==> src/rtl/cpm_pkg.sv <==
// Package for the coalescing priority mailbox: transfer structs, codes and the sequencer states.
// Used by coalescing_priority_mailbox_unit; it depends on nothing.
package cpm_pkg;

	typedef enum logic [1:0] {
		FUNC_PUBLISH = 2'd0,
		FUNC_DRAIN   = 2'd1,
		FUNC_CLEAR   = 2'd2,
		FUNC_NONE    = 2'd3
	} func_t;

	typedef enum logic [2:0] {
		KIND_REJECTED = 3'd0,
		KIND_ACCEPTED = 3'd1,
		KIND_DRAINED  = 3'd2,
		KIND_EMPTY    = 3'd3,
		KIND_CLEARED  = 3'd4
	} kind_t;

	localparam int EntW = 32 + 1 + 8 + 32 + 16 + 32 + 32 + 32;

	typedef struct packed {
		logic [1:0]  func;
		logic [31:0] source_id;
		logic        src_only;
		logic [7:0]  lane;
		logic [31:0] pitch;
		logic [15:0] volume;
		logic [31:0] lifetime;
		logic [31:0] emit_tick;
		logic [31:0] payload;
	} cmd_t;

	typedef struct packed {
		logic [31:0] source_id;
		logic        src_only;
		logic [7:0]  lane;
		logic [31:0] pitch;
		logic [15:0] volume;
		logic [31:0] lifetime;
		logic [31:0] tick;
		logic [31:0] payload;
	} entry_t;

	typedef struct packed {
		logic [2:0]  kind;
		logic [31:0] out_source_id;
		logic        out_src_only;
		logic [7:0]  out_lane;
		logic [31:0] out_pitch;
		logic [15:0] out_volume;
		logic [31:0] out_lifetime;
		logic [31:0] out_tick;
		logic [31:0] out_payload;
		logic        last;
	} result_t;

	typedef enum logic [3:0] {
		ST_IDLE,
		ST_PRUNE_RD,
		ST_PRUNE,
		ST_MATCH_RD,
		ST_MATCH,
		ST_VICT_RD,
		ST_VICT,
		ST_SHIFT_RD,
		ST_SHIFT,
		ST_WRITE,
		ST_DRAIN_RD,
		ST_DRAIN,
		ST_DONE
	} state_t;

	function automatic logic [1:0] prio_of(input logic so, input logic [31:0] pit,
		input logic [15:0] vol);
		if (so) begin
			return 2'd1;
		end else if (pit == 32'd0 || vol == 16'd0) begin
			return 2'd2;
		end
		return 2'd0;
	endfunction

endpackage

==> src/rtl/coalescing_priority_mailbox_unit.sv <==
// Top level of the coalescing priority mailbox: sequencer, entry store and result register.
// Depends on cpm_pkg and cpm_ram.
//
//  channel  | handshake          | payload
//  ---------+--------------------+------------------------
//  command  | start, busy        | cmd (cpm_pkg::cmd_t)
//  result   | result_valid       | result (cpm_pkg::result_t)
//
// A publish makes passes over the store: one pass prunes expired entries, one
// searches for a key match, and on a full store one pass may pick a victim and,
// if one is found, one closes the gap. All passes share one RAM read port with
// a registered read.
// A drain gives one result per stored entry, or one empty result; clear and unused codes give one.
// Reset clears the sequencer and the entry count; the store itself is not cleared.
// The receiver cannot stall: each result shows for one cycle with result_valid.
module coalescing_priority_mailbox_unit #(
	parameter int CAPACITY = 16
) (
	input  logic             clk,
	input  logic             arst_n,
	input  logic             start,
	output logic             busy,
	input  cpm_pkg::cmd_t    cmd,
	output logic             result_valid,
	output cpm_pkg::result_t result
);
	import cpm_pkg::*;

	localparam int IdxW = (CAPACITY > 1) ? $clog2(CAPACITY) : 1;
	localparam int CntW = $clog2(CAPACITY + 1);

	state_t state_q, state_d;
	cmd_t   cmd_q;
	logic [CntW-1:0] count_q, count_d;
	// Read pointer and write pointer for the passes over the store.
	logic [CntW-1:0] rd_q, rd_d, wr_q, wr_d;
	logic [IdxW-1:0] victim_q, victim_d;
	logic [1:0]      vprio_q, vprio_d;
	logic            found_q, found_d;
	logic            res_valid_q;
	result_t         res_q, res_d;
	logic            res_load;

	logic            we;
	logic [IdxW-1:0] waddr, raddr;
	entry_t          wdata, rdata, new_ent;

	cpm_ram #(.Width(EntW), .Depth(CAPACITY)) u_store (
		.clk  (clk),
		.we   (we),
		.waddr(waddr),
		.wdata(wdata),
		.raddr(raddr),
		.rdata(rdata)
	);

	assign new_ent = '{source_id: cmd_q.source_id, src_only: cmd_q.src_only,
		lane: cmd_q.lane, pitch: cmd_q.pitch, volume: cmd_q.volume,
		lifetime: cmd_q.lifetime, tick: cmd_q.emit_tick, payload: cmd_q.payload};

	// Shared compare unit: one entry against the command at a time.
	logic [31:0] life_eff, age;
	logic        alive, key_hit;
	logic [1:0]  ent_prio, inc_prio;
	assign life_eff = (rdata.lifetime == 32'd0) ? 32'd1 : rdata.lifetime;
	assign age      = cmd_q.emit_tick - rdata.tick;
	assign alive    = (age <= life_eff);
	assign key_hit  = (rdata.source_id == cmd_q.source_id) &&
		(rdata.src_only == cmd_q.src_only) &&
		(rdata.src_only || rdata.lane == cmd_q.lane);
	assign ent_prio = prio_of(rdata.src_only, rdata.pitch, rdata.volume);
	assign inc_prio = prio_of(cmd_q.src_only, cmd_q.pitch, cmd_q.volume);

	always_ff @(posedge clk or negedge arst_n) begin
		if (!arst_n) begin
			state_q     <= ST_IDLE;
			count_q     <= '0;
			res_valid_q <= 1'b0;
		end else begin
			state_q     <= state_d;
			count_q     <= count_d;
			res_valid_q <= res_load;
		end
	end

	always_ff @(posedge clk) begin
		if (start && !busy) begin
			cmd_q <= cmd;
		end
		rd_q     <= rd_d;
		wr_q     <= wr_d;
		victim_q <= victim_d;
		vprio_q  <= vprio_d;
		found_q  <= found_d;
		if (res_load) begin
			res_q <= res_d;
		end
	end

	function automatic result_t simple(input kind_t k);
		result_t r;
		r      = '0;
		r.kind = k;
		r.last = 1'b1;
		return r;
	endfunction

	always_comb begin
		state_d  = state_q;
		count_d  = count_q;
		rd_d     = rd_q;
		wr_d     = wr_q;
		victim_d = victim_q;
		vprio_d  = vprio_q;
		found_d  = found_q;
		res_load = 1'b0;
		res_d    = simple(KIND_REJECTED);
		we       = 1'b0;
		waddr    = wr_q[IdxW-1:0];
		wdata    = rdata;
		raddr    = rd_q[IdxW-1:0];
		case (state_q)
			ST_IDLE: begin
				rd_d = '0;
				wr_d = '0;
				if (start) begin
					case (func_t'(cmd.func))
						FUNC_PUBLISH: state_d = ST_PRUNE_RD;
						FUNC_DRAIN: begin
							if (count_q == '0) begin
								res_load = 1'b1;
								res_d    = simple(KIND_EMPTY);
								state_d  = ST_DONE;
							end else begin
								state_d = ST_DRAIN_RD;
							end
						end
						FUNC_CLEAR: begin
							count_d  = '0;
							res_load = 1'b1;
							res_d    = simple(KIND_CLEARED);
							state_d  = ST_DONE;
						end
						default: begin
							res_load = 1'b1;
							state_d  = ST_DONE;
						end
					endcase
				end
			end
			ST_PRUNE_RD: begin
				if (rd_q == count_q) begin
					count_d = wr_q;
					rd_d    = '0;
					state_d = ST_MATCH_RD;
				end else begin
					state_d = ST_PRUNE;
				end
			end
			ST_PRUNE: begin
				// Survivors slide down over the expired ones, order kept.
				if (alive) begin
					we   = 1'b1;
					wr_d = wr_q + 1'b1;
				end
				rd_d    = rd_q + 1'b1;
				raddr   = rd_d[IdxW-1:0];
				state_d = ST_PRUNE_RD;
			end
			ST_MATCH_RD: begin
				if (rd_q == count_q) begin
					if (count_q == CntW'(CAPACITY)) begin
						rd_d     = '0;
						found_d  = 1'b0;
						vprio_d  = inc_prio;
						state_d  = (inc_prio == 2'd0) ? ST_DONE : ST_VICT_RD;
						res_load = (inc_prio == 2'd0);
					end else begin
						state_d = ST_WRITE;
					end
				end else begin
					state_d = ST_MATCH;
				end
			end
			ST_MATCH: begin
				if (key_hit) begin
					we       = 1'b1;
					waddr    = rd_q[IdxW-1:0];
					wdata    = new_ent;
					res_load = 1'b1;
					res_d    = simple(KIND_ACCEPTED);
					state_d  = ST_DONE;
				end else begin
					rd_d    = rd_q + 1'b1;
					raddr   = rd_d[IdxW-1:0];
					state_d = ST_MATCH_RD;
				end
			end
			ST_VICT_RD: begin
				if (rd_q == count_q) begin
					if (!found_q) begin
						res_load = 1'b1;
						state_d  = ST_DONE;
					end else begin
						wr_d    = CntW'(victim_q);
						rd_d    = CntW'(victim_q) + 1'b1;
						raddr   = rd_d[IdxW-1:0];
						state_d = ST_SHIFT_RD;
					end
				end else begin
					state_d = ST_VICT;
				end
			end
			ST_VICT: begin
				if (ent_prio < vprio_q || (ent_prio == vprio_q && ent_prio < inc_prio)) begin
					victim_d = rd_q[IdxW-1:0];
					vprio_d  = ent_prio;
					found_d  = 1'b1;
				end
				rd_d    = rd_q + 1'b1;
				raddr   = rd_d[IdxW-1:0];
				state_d = ST_VICT_RD;
			end
			ST_SHIFT_RD: begin
				if (rd_q == count_q) begin
					count_d = count_q - 1'b1;
					state_d = ST_WRITE;
				end else begin
					state_d = ST_SHIFT;
				end
			end
			ST_SHIFT: begin
				we      = 1'b1;
				wr_d    = wr_q + 1'b1;
				rd_d    = rd_q + 1'b1;
				raddr   = rd_d[IdxW-1:0];
				state_d = ST_SHIFT_RD;
			end
			ST_WRITE: begin
				we       = 1'b1;
				waddr    = count_q[IdxW-1:0];
				wdata    = new_ent;
				count_d  = count_q + 1'b1;
				res_load = 1'b1;
				res_d    = simple(KIND_ACCEPTED);
				state_d  = ST_DONE;
			end
			ST_DRAIN_RD: begin
				state_d = ST_DRAIN;
			end
			ST_DRAIN: begin
				res_load                = 1'b1;
				res_d.kind              = KIND_DRAINED;
				res_d.out_source_id     = rdata.source_id;
				res_d.out_src_only      = rdata.src_only;
				res_d.out_lane          = rdata.lane;
				res_d.out_pitch         = rdata.pitch;
				res_d.out_volume        = rdata.volume;
				res_d.out_lifetime      = rdata.lifetime;
				res_d.out_tick          = rdata.tick;
				res_d.out_payload       = rdata.payload;
				rd_d                    = rd_q + 1'b1;
				raddr                   = rd_d[IdxW-1:0];
				res_d.last              = (rd_d == count_q);
				if (rd_d == count_q) begin
					count_d = '0;
					state_d = ST_DONE;
				end else begin
					state_d = ST_DRAIN_RD;
				end
			end
			ST_DONE: begin
				state_d = ST_IDLE;
			end
			default: state_d = ST_IDLE;
		endcase
	end

	assign busy         = (state_q != ST_IDLE);
	assign result_valid = res_valid_q;
	assign result       = res_q;

	a_count_bound: assert property (@(posedge clk) disable iff (!arst_n)
		count_q <= CntW'(CAPACITY))
		else $error("entry count above capacity");
	a_done_after_result: assert property (@(posedge clk) disable iff (!arst_n)
		(res_load && res_d.last) |=> state_q == ST_DONE)
		else $error("sequencer did not finish after the last result");
	a_idle_no_result: assert property (@(posedge clk) disable iff (!arst_n)
		(state_q == ST_IDLE && !start) |=> !result_valid)
		else $error("result without a command");
endmodule

==> src/rtl/cpm_ram.sv <==
// Generic single-port-write, single-port-read RAM with a registered read.
// Stands alone; the mailbox uses one instance for its entry store.
module cpm_ram #(
	parameter int Width = 8,
	parameter int Depth = 16
) (
	input  logic                                        clk,
	input  logic                                        we,
	input  logic [((Depth > 1) ? $clog2(Depth) : 1)-1:0] waddr,
	input  logic [Width-1:0]                            wdata,
	input  logic [((Depth > 1) ? $clog2(Depth) : 1)-1:0] raddr,
	output logic [Width-1:0]                            rdata
);
	logic [Width-1:0] mem_q [Depth];

	always_ff @(posedge clk) begin
		if (we) begin
			mem_q[waddr] <= wdata;
		end
		rdata <= mem_q[raddr];
	end
endmodule
==> config.mk <==
export PLATFORM = sky130hd
export DESIGN_NAME = coalescing_priority_mailbox_unit
export DESIGN_NICKNAME = d
export VERILOG_FILES = /design/src/rtl/cpm_pkg.sv /design/src/rtl/coalescing_priority_mailbox_unit.sv /design/src/rtl/cpm_ram.sv
export SDC_FILE = /design/constraint.sdc
export NUM_CORES = 2
export LEC_CHECK = 0
export BUFFER_PORTS_ARGS = -buffer_cell sky130_fd_sc_hd__buf_2
export CAP_MARGIN = 20
export CORE_UTILIZATION = 30
export DETAILED_ROUTE_END_ITERATION = 6
export SLEW_MARGIN = 25
export SYNTH_ARGS = -nofsm -noshare
export SYNTH_HDL_FRONTEND = slang
export SYNTH_SLANG_ARGS = --single-unit
==> constraint.sdc <==
create_clock -name clk -period 24.4 [get_ports clk]
set_input_delay 2.44 -clock clk [delete_from_list [all_inputs] [get_ports clk]]
set_output_delay 2.44 -clock clk [all_outputs]
set_load 0.03 [all_outputs]
### Yosys cells after proc, flatten, opt, wreduce, memory -nomap -nowiden

Memories as Yosys holds them, arrays and structs flattened. A register that Yosys moved wholly into a read port is not among the register bits.
Index checks and enable logic that the tools add are counted.

| storage, ports and cells | value |
|---|---|
| bits in writable memories | 2,960 |
| memories | 1 |
| register bits after elaboration | 401 |
| output and inout port bits | 191 |
| logic and storage cells | 174 |

Memory list:

| memory | words | bits a word | read ports | clocked after Yosys merged registers in | wr ports | line | source |
|---|---|---|---|---|---|---|---|
| u_store.mem_q | 16 | 185 | 1 | 1 | 1 | cpm_ram.sv:14 | `logic [Width-1:0] mem_q [Depth];` |

| cells by class | value |
|---|---|
| muxes and demuxes | 75 |
| $lt $le $gt $ge | 3 |
| equal/unequal tests | 32 |
| add/subtract/negate cells | 6 |
| reduce and logical (&&, ||, !) cells | 31 |

Operators with widths:

| cell | count |
|---|---|
| $pmux 189 s4 | 1 |
| $pmux 189 s2 | 1 |
| $pmux 185 s2 | 1 |
| $mux 189 | 1 |
| $mux 188 | 1 |
| $mux 187 | 1 |
| $mux 185 | 1 |
| $logic_not 32->1 | 3 |
| $mux 5 | 14 |
| $pmux 4 s12 | 1 |
| $mux 4 | 11 |
| $eq 32x32->1 | 1 |
| $le 32x32->1 | 1 |
| $logic_not 16->1 | 2 |
| $mux 32 | 1 |
| $sub 32x32->32 | 1 |
| $pmux 5 s6 | 1 |
| $pmux 5 s5 | 1 |
| $ne 2x2->1 const B | 11 |
| $pmux 5 s4 | 1 |
| $mux 1 | 19 |
| $mux 2 | 9 |
| $eq 4x3->1 const B | 4 |
| $eq 4x4->1 const B | 4 |
| other kinds (37) | 55 |

### Depth between registers and ports, before layout

| depth | value |
|---|---|
| depth in word-level cells | 10 |
| mapped depth | 22 |
| gate-level depth less buffers | 22 |

### Modules after synthesis

Synthesis repeated with hierarchy kept, for this count alone.

| unflattened totals | value |
|---|---|
| cells, all modules | 6,402 |
| area total of the unflattened synthesis | 135,462.4 um^2 |

By module, submodules not included:

| module | seq. area each (um^2) | cells each | times used | area each (um^2) |
|---|---|---|---|---|
| cpm_ram | 92,588.8 | 4,841 | 1 | 114,783.8 |
| coalescing_priority_mailbox_unit | 11,991.5 | 1,561 | 1 | 20,678.6 |

### Least setup slack after synthesis

OpenSTA, ideal clock, no wires.

| timing path | value |
|---|---|
| kind | register to register |
| start point | reg u_store.rdata[33], read port of u_store.mem_q |
| end point | mem u_store.mem_q[3][0] (netlist bit) (enable) |
| arrival time | 12.536 ns |
| library setup time | 0.755 ns |
| path slack | 11.109 ns |
| buffers on the path | 0 |
| cell stages (with the launch flop) | 21 |
| cells stage by stage | dfxtp_1 inv_1 ha_1 nor2b_1 o21ai_0 a21oi_1 a2111o_1 a211oi_1 o31ai_1 a31o_2 o41a_1 xor2_1 ha_1 nand4_1 nor3_1 nor3_1 a21oi_1 a2111oi_0 nand3_1 a211oi_1 nor2b_1 |

| between the ends | value |
|---|---|
| longest elaborated chain between the ends | 6 |

Ends and longest elaborated chain:

| element | line | source |
|---|---|---|
| start: declaration | cpm_ram.sv:12 | `output logic [Width-1:0] rdata` |
| $sub 32x32->32 | coalescing_priority_mailbox_unit.sv:66 | `assign age = cmd_q.emit_tick - rdata.tick;` |
| $le 32x32->1 | coalescing_priority_mailbox_unit.sv:67 | `assign alive = (age <= life_eff);` |
| $mux 1 | coalescing_priority_mailbox_unit.sv:162 | `if (alive) begin` |
| $pmux 1 s3 | coalescing_priority_mailbox_unit.sv:122 | `case (state_q)` |
| $mux 1 | cpm_ram.sv:17 | `if (we) begin` |
| $mux 1 (not written as such) | cpm_ram.sv:18 | `mem_q[waddr] <= wdata;` |
| end: declaration | cpm_ram.sv:14 |  |

No other way between the ends.

### Final worst setup path

| timing path | value |
|---|---|
| start point | reg cmd_q[32] (netlist bit) |
| end point | mem u_store.mem_q[12][131] (netlist bit) (enable) |

| between the ends | value |
|---|---|
| longest elaborated chain between the ends | 6 |

Ends and longest elaborated chain:

| element | line | source |
|---|---|---|
| start: declaration | coalescing_priority_mailbox_unit.sv:33 | `cmd_t cmd_q;` |
| start signal: assignment | coalescing_priority_mailbox_unit.sv:88 | `cmd_q <= cmd;` |
| $sub 32x32->32 | coalescing_priority_mailbox_unit.sv:66 |  |
| $le 32x32->1 | coalescing_priority_mailbox_unit.sv:67 |  |
| $mux 1 | coalescing_priority_mailbox_unit.sv:162 |  |
| $pmux 1 s3 | coalescing_priority_mailbox_unit.sv:122 |  |
| $mux 1 | cpm_ram.sv:17 |  |
| $mux 1 (not written as such) | cpm_ram.sv:18 |  |

No other way between the ends.

==> flow_metrics.py <==
metrics = {
    "drt": {
        "drc": 100,
        "via_per_inst": 5.13,
        "vias": 73900,
        "ant_nets": 0,
        "wl_per_cell_microns": 27.4,
        "first_pass_iters": 7,
        "routed_wl_mm": 394,
        "drt_iter0_drc": 8390,
    },
    "critical_path": {
        "worst_setup_path_start_kind": "flop",
        "worstPathMaxFanout": 41,
        "timing.rr.start": "cmd_q[32]",
        "cp-startpoint": "cmd_q[32]",
        "rr_worst_depth": 24,
        "crit_required_ns": 24.93,
        "reg2reg_to": "u_store.mem_q[12][131]",
        "end_kind": "flop",
        "slowest_stage": "buf_4",
        "crit_top_cell": "o21ai_0",
        "slowest_delay_ns": 0.86,
        "crit_chain": "inv_1 -> ha_1 -> fa_1 -> nor2b_1 -> o21ai_0 -> a21boi_0 -> o211ai_1 -> a21oi_1 -> o21ai_0 -> and2_1 -> o21ai_0 -> o311ai_0 -> ha_1 -> a21o_1 -> a21oi_1 -> nor2b_1 -> o21ai_0 -> a21oi_1 -> a2111oi_1 -> nand3_1 -> a211oi_1 -> and2_4 -> buf_4 -> buf_4",
        "crit_path_end": "u_store.mem_q[12][131]",
        "path_class": "flop to flop",
        "worst-r2r-setup-slack_ns": 15.29,
        "critPathArrivalTime_ns": 9.65,
        "path_delay_family": "compound AO/OA/AOI/OAI gates",
        "path_buf_inv": 3,
        "cp.depth": 24,
    },
    "sta": {
        "period_minus_slack_ns": 9.11,
        "hold_viol": 0,
        "slew_headroom_pct": 26.6,
        "fin_setup_tns_ns": 0,
        "tightestPinTransition_ns": 1.10,
        "fmax_ghz": 0.110,
        "rsz0062_at_grt": "false",
        "skew_ns": 0.0808,
        "finalCritPeriodShare_pct": 37.4,
        "setup_violations": 0,
        "final_max_slew_viol_count": 0,
    },
    "finish": {
        "area_delta_synth_final_pct": 14.8,
        "fin_cells": 14400,
        "postLayoutCoreUtil_pct": 34.5,
        "regArea_sq_um": 105000,
        "multi_input_area_sq_um": 31300,
        "nets": 8219,
        "drive_above_1_share_pct": 26.1,
        "final_cell_area_sq_um": 159000,
        "fill_cells": 43000,
    },
    "floorplan": {
        "rows": 249,
        "initial_utilization_pct": 30.1,
        "coreArea_sq_um": 460000,
        "die_area_sq_um": 464000,
        "boundaryPins": 381,
        "dieWidth_microns": 681,
        "dieHeight_microns": 681,
    },
    "clock_tree": {
        "clock_path_buffers": 4,
        "path_clk_slew_ns": 0.06,
        "cts_setup_buffers": 0,
        "cts_buffers": 360,
        "ctsResizeCount": 0,
        "htreeDepth": 5,
        "cts_tree": "built",
        "clock_latency_ns": 0.97,
        "root_buffer": "clkbuf_16",
        "hold_buffers": 0,
        "numClockSinks": 3546,
    },
    "placed_design": {
        "gp_congestion": 0.830,
        "dp_hpwl_mm": 219,
        "dp.cells": 13700,
        "port_buffers": 380,
        "placed_area_sq_um": 147000,
    },
    "logic_synthesis": {
        "synth_nets": 7793,
        "ys_async_sr_fraction_pct": 0.282,
        "synth-seq-area-share_pct": 75.6,
        "ys_warn_count": 0,
        "synth_seq_cells": 3546,
        "yosysUniqueCellTypes": 79,
        "synth_cells": 7525,
        "synth_top_flop_cell": "edfxtp_1",
        "netlist_area_sq_um": 138000,
        "synth_edf_count": 3351,
        "syn_avg_cell_area_sq_um": 18.4,
    },
    "status": {
        "failed_checks": "DRC",
        "status": "complete, but fails checks",
    },
    "pwr": {
        "ir_drop_v": 0.000222,
        "power_density_nw_per_um2": 152,
        "p_leak_nw": 50.5,
    },
    "min_path": {
        "hp-class": "flop to flop",
    },
    "global_routing": {
        "antenna_found_initial": 64,
        "grt_first_pass_wirelength_mm": 557,
        "grt_max_degree": 170,
        "grt_overflow": 0,
        "first_global_vias": 75100,
        "gr-usage-all-layers_pct": 16.4,
    },
    "run": {
        "drv_cap": 0,
    },
}
[sequential cells by signal, indices dropped and copies added, names as in the netlist]
name / count
u_store.mem_q: 2960
result: 189
cmd_q: 185
u_store.rdata: 185
count_q: 5
rd_q: 5
wr_q: 5
state_q: 4
victim_q: 4
vprio_q: 2
found_q: 1
result_valid: 1
[cell usage after synthesis, types with 50 or more instances]
cell	count	area [sq um]
a211oi_1	192	1440
buf_4	50	375
xor2_1	50	438
o22ai_1	379	2370
mux4_2	185	4170
clkbuf_1	138	518
nor4_1	69	432
nor4_2	160	2000
nor2_1	118	443
inv_1	87	327
edfxtp_1	3351	101000
nand3_1	385	1930
nand2_1	51	191
buf_2	206	1030
mux2_2	739	8320
mux2i_1	187	1870
and2_1	329	2060
a21oi_1	51	255
o2111a_1	185	2080
dfxtp_1	185	3700
ha_1	76	951
[kinds of logic (layout without fill, tap and decap cells)]
family,Yosys count,after routing,synth area share [%]
fa+ha+maj,78,78,0.716
buf+inv,529,1254,1.92
xor+xnor,83,83,0.526
flops,3546,3546,75.6
mux,1111,1111,10.4
other cells,0,10,0
compound gates,943,943,5.16
simple gates,1235,1235,5.69
[cell usage in the layout, fill, tap and decap left out, drive strengths merged, types with 13 or more instances in the layout]
cell    Yosys  layout
mux2      739     739
ha         76      76
dfxtp     185     185
o2111a    185     185
o22ai     379     379
buf       302     505
and2      329     329
mux4      185     185
nor2      119     119
nand2b     13      13
clkinv      0     138
xnor2      33      33
xor2       50      50
nand4      21      21
nor3       26      26
a211oi    192     192
o21ai      44      44
a21oi      51      51
clkbuf    140     465
edfxtp   3351    3351
mux2i     187     187
o21a       13      13
nand3     390     390
nand2      52      52
a21o       15      15
bufinv      0      30
nor2b      23      23
nor4      230     230
inv        87     107
[where the power goes]
part,switching [W],internal (W)
Sequential,0.000461,0.00836
Clock,0.00235,0.00313
Combinational,0.00623,0.00358
[worst min path at each step]
stage,from,end,slack [ns],cells after the start
2_1_floorplan,rd_q[2],victim_q[2],0.42,0
3_3_place_gp,u_store.rdata[1],result[2],0.53,1
3_5_place_dp,u_store.rdata[1],result[2],0.52,1
4_1_cts,u_store.rdata[0],result[1],0.56,1
5_1_grt,u_store.rdata[0],result[1],0.58,1
6_report,u_store.rdata[0],result[1],0.56,1
[area by class of cell]
class / count / share of cell area [%]
sequential: 3546 / 65.9
multi-input combinational: 3450 / 19.7
timing repair buffer: 506 / 2.05
inverter: 87 / 0.206
antenna: 10 / 0.0158
tap: 6149 / 4.85
clock buffer: 465 / 6.12
clock inverter: 196 / 1.17
[routing by layer]
metal / vias to the layer above / share of wire (%) / wire (microns) / track usage, %
li1: 31300 / - / - / -
met1: 38800 / 41 / 163000 / 22.1
met2: 3100 / 49 / 194000 / 28.0
met3: 675 / 6.8 / 26900 / 2.47
met4: 6 / 2.6 / 10100 / 4.00
met5: - / 0.0096 / 38 / 0
[metrics by stage]
step / total power (W) / setup WS [ns] / hold WS [ns]
floorplan: 0.0158 / 11.11 / 0.421
global placement: 0.0186 / 15.65 / 0.531
detailed placement: 0.0187 / 15.58 / 0.519
CTS: 0.0242 / 15.50 / 0.563
global route: 0.0251 / 14.79 / 0.578
finish: 0.0241 / 15.29 / 0.556
(Power assumes the default switching activity.)
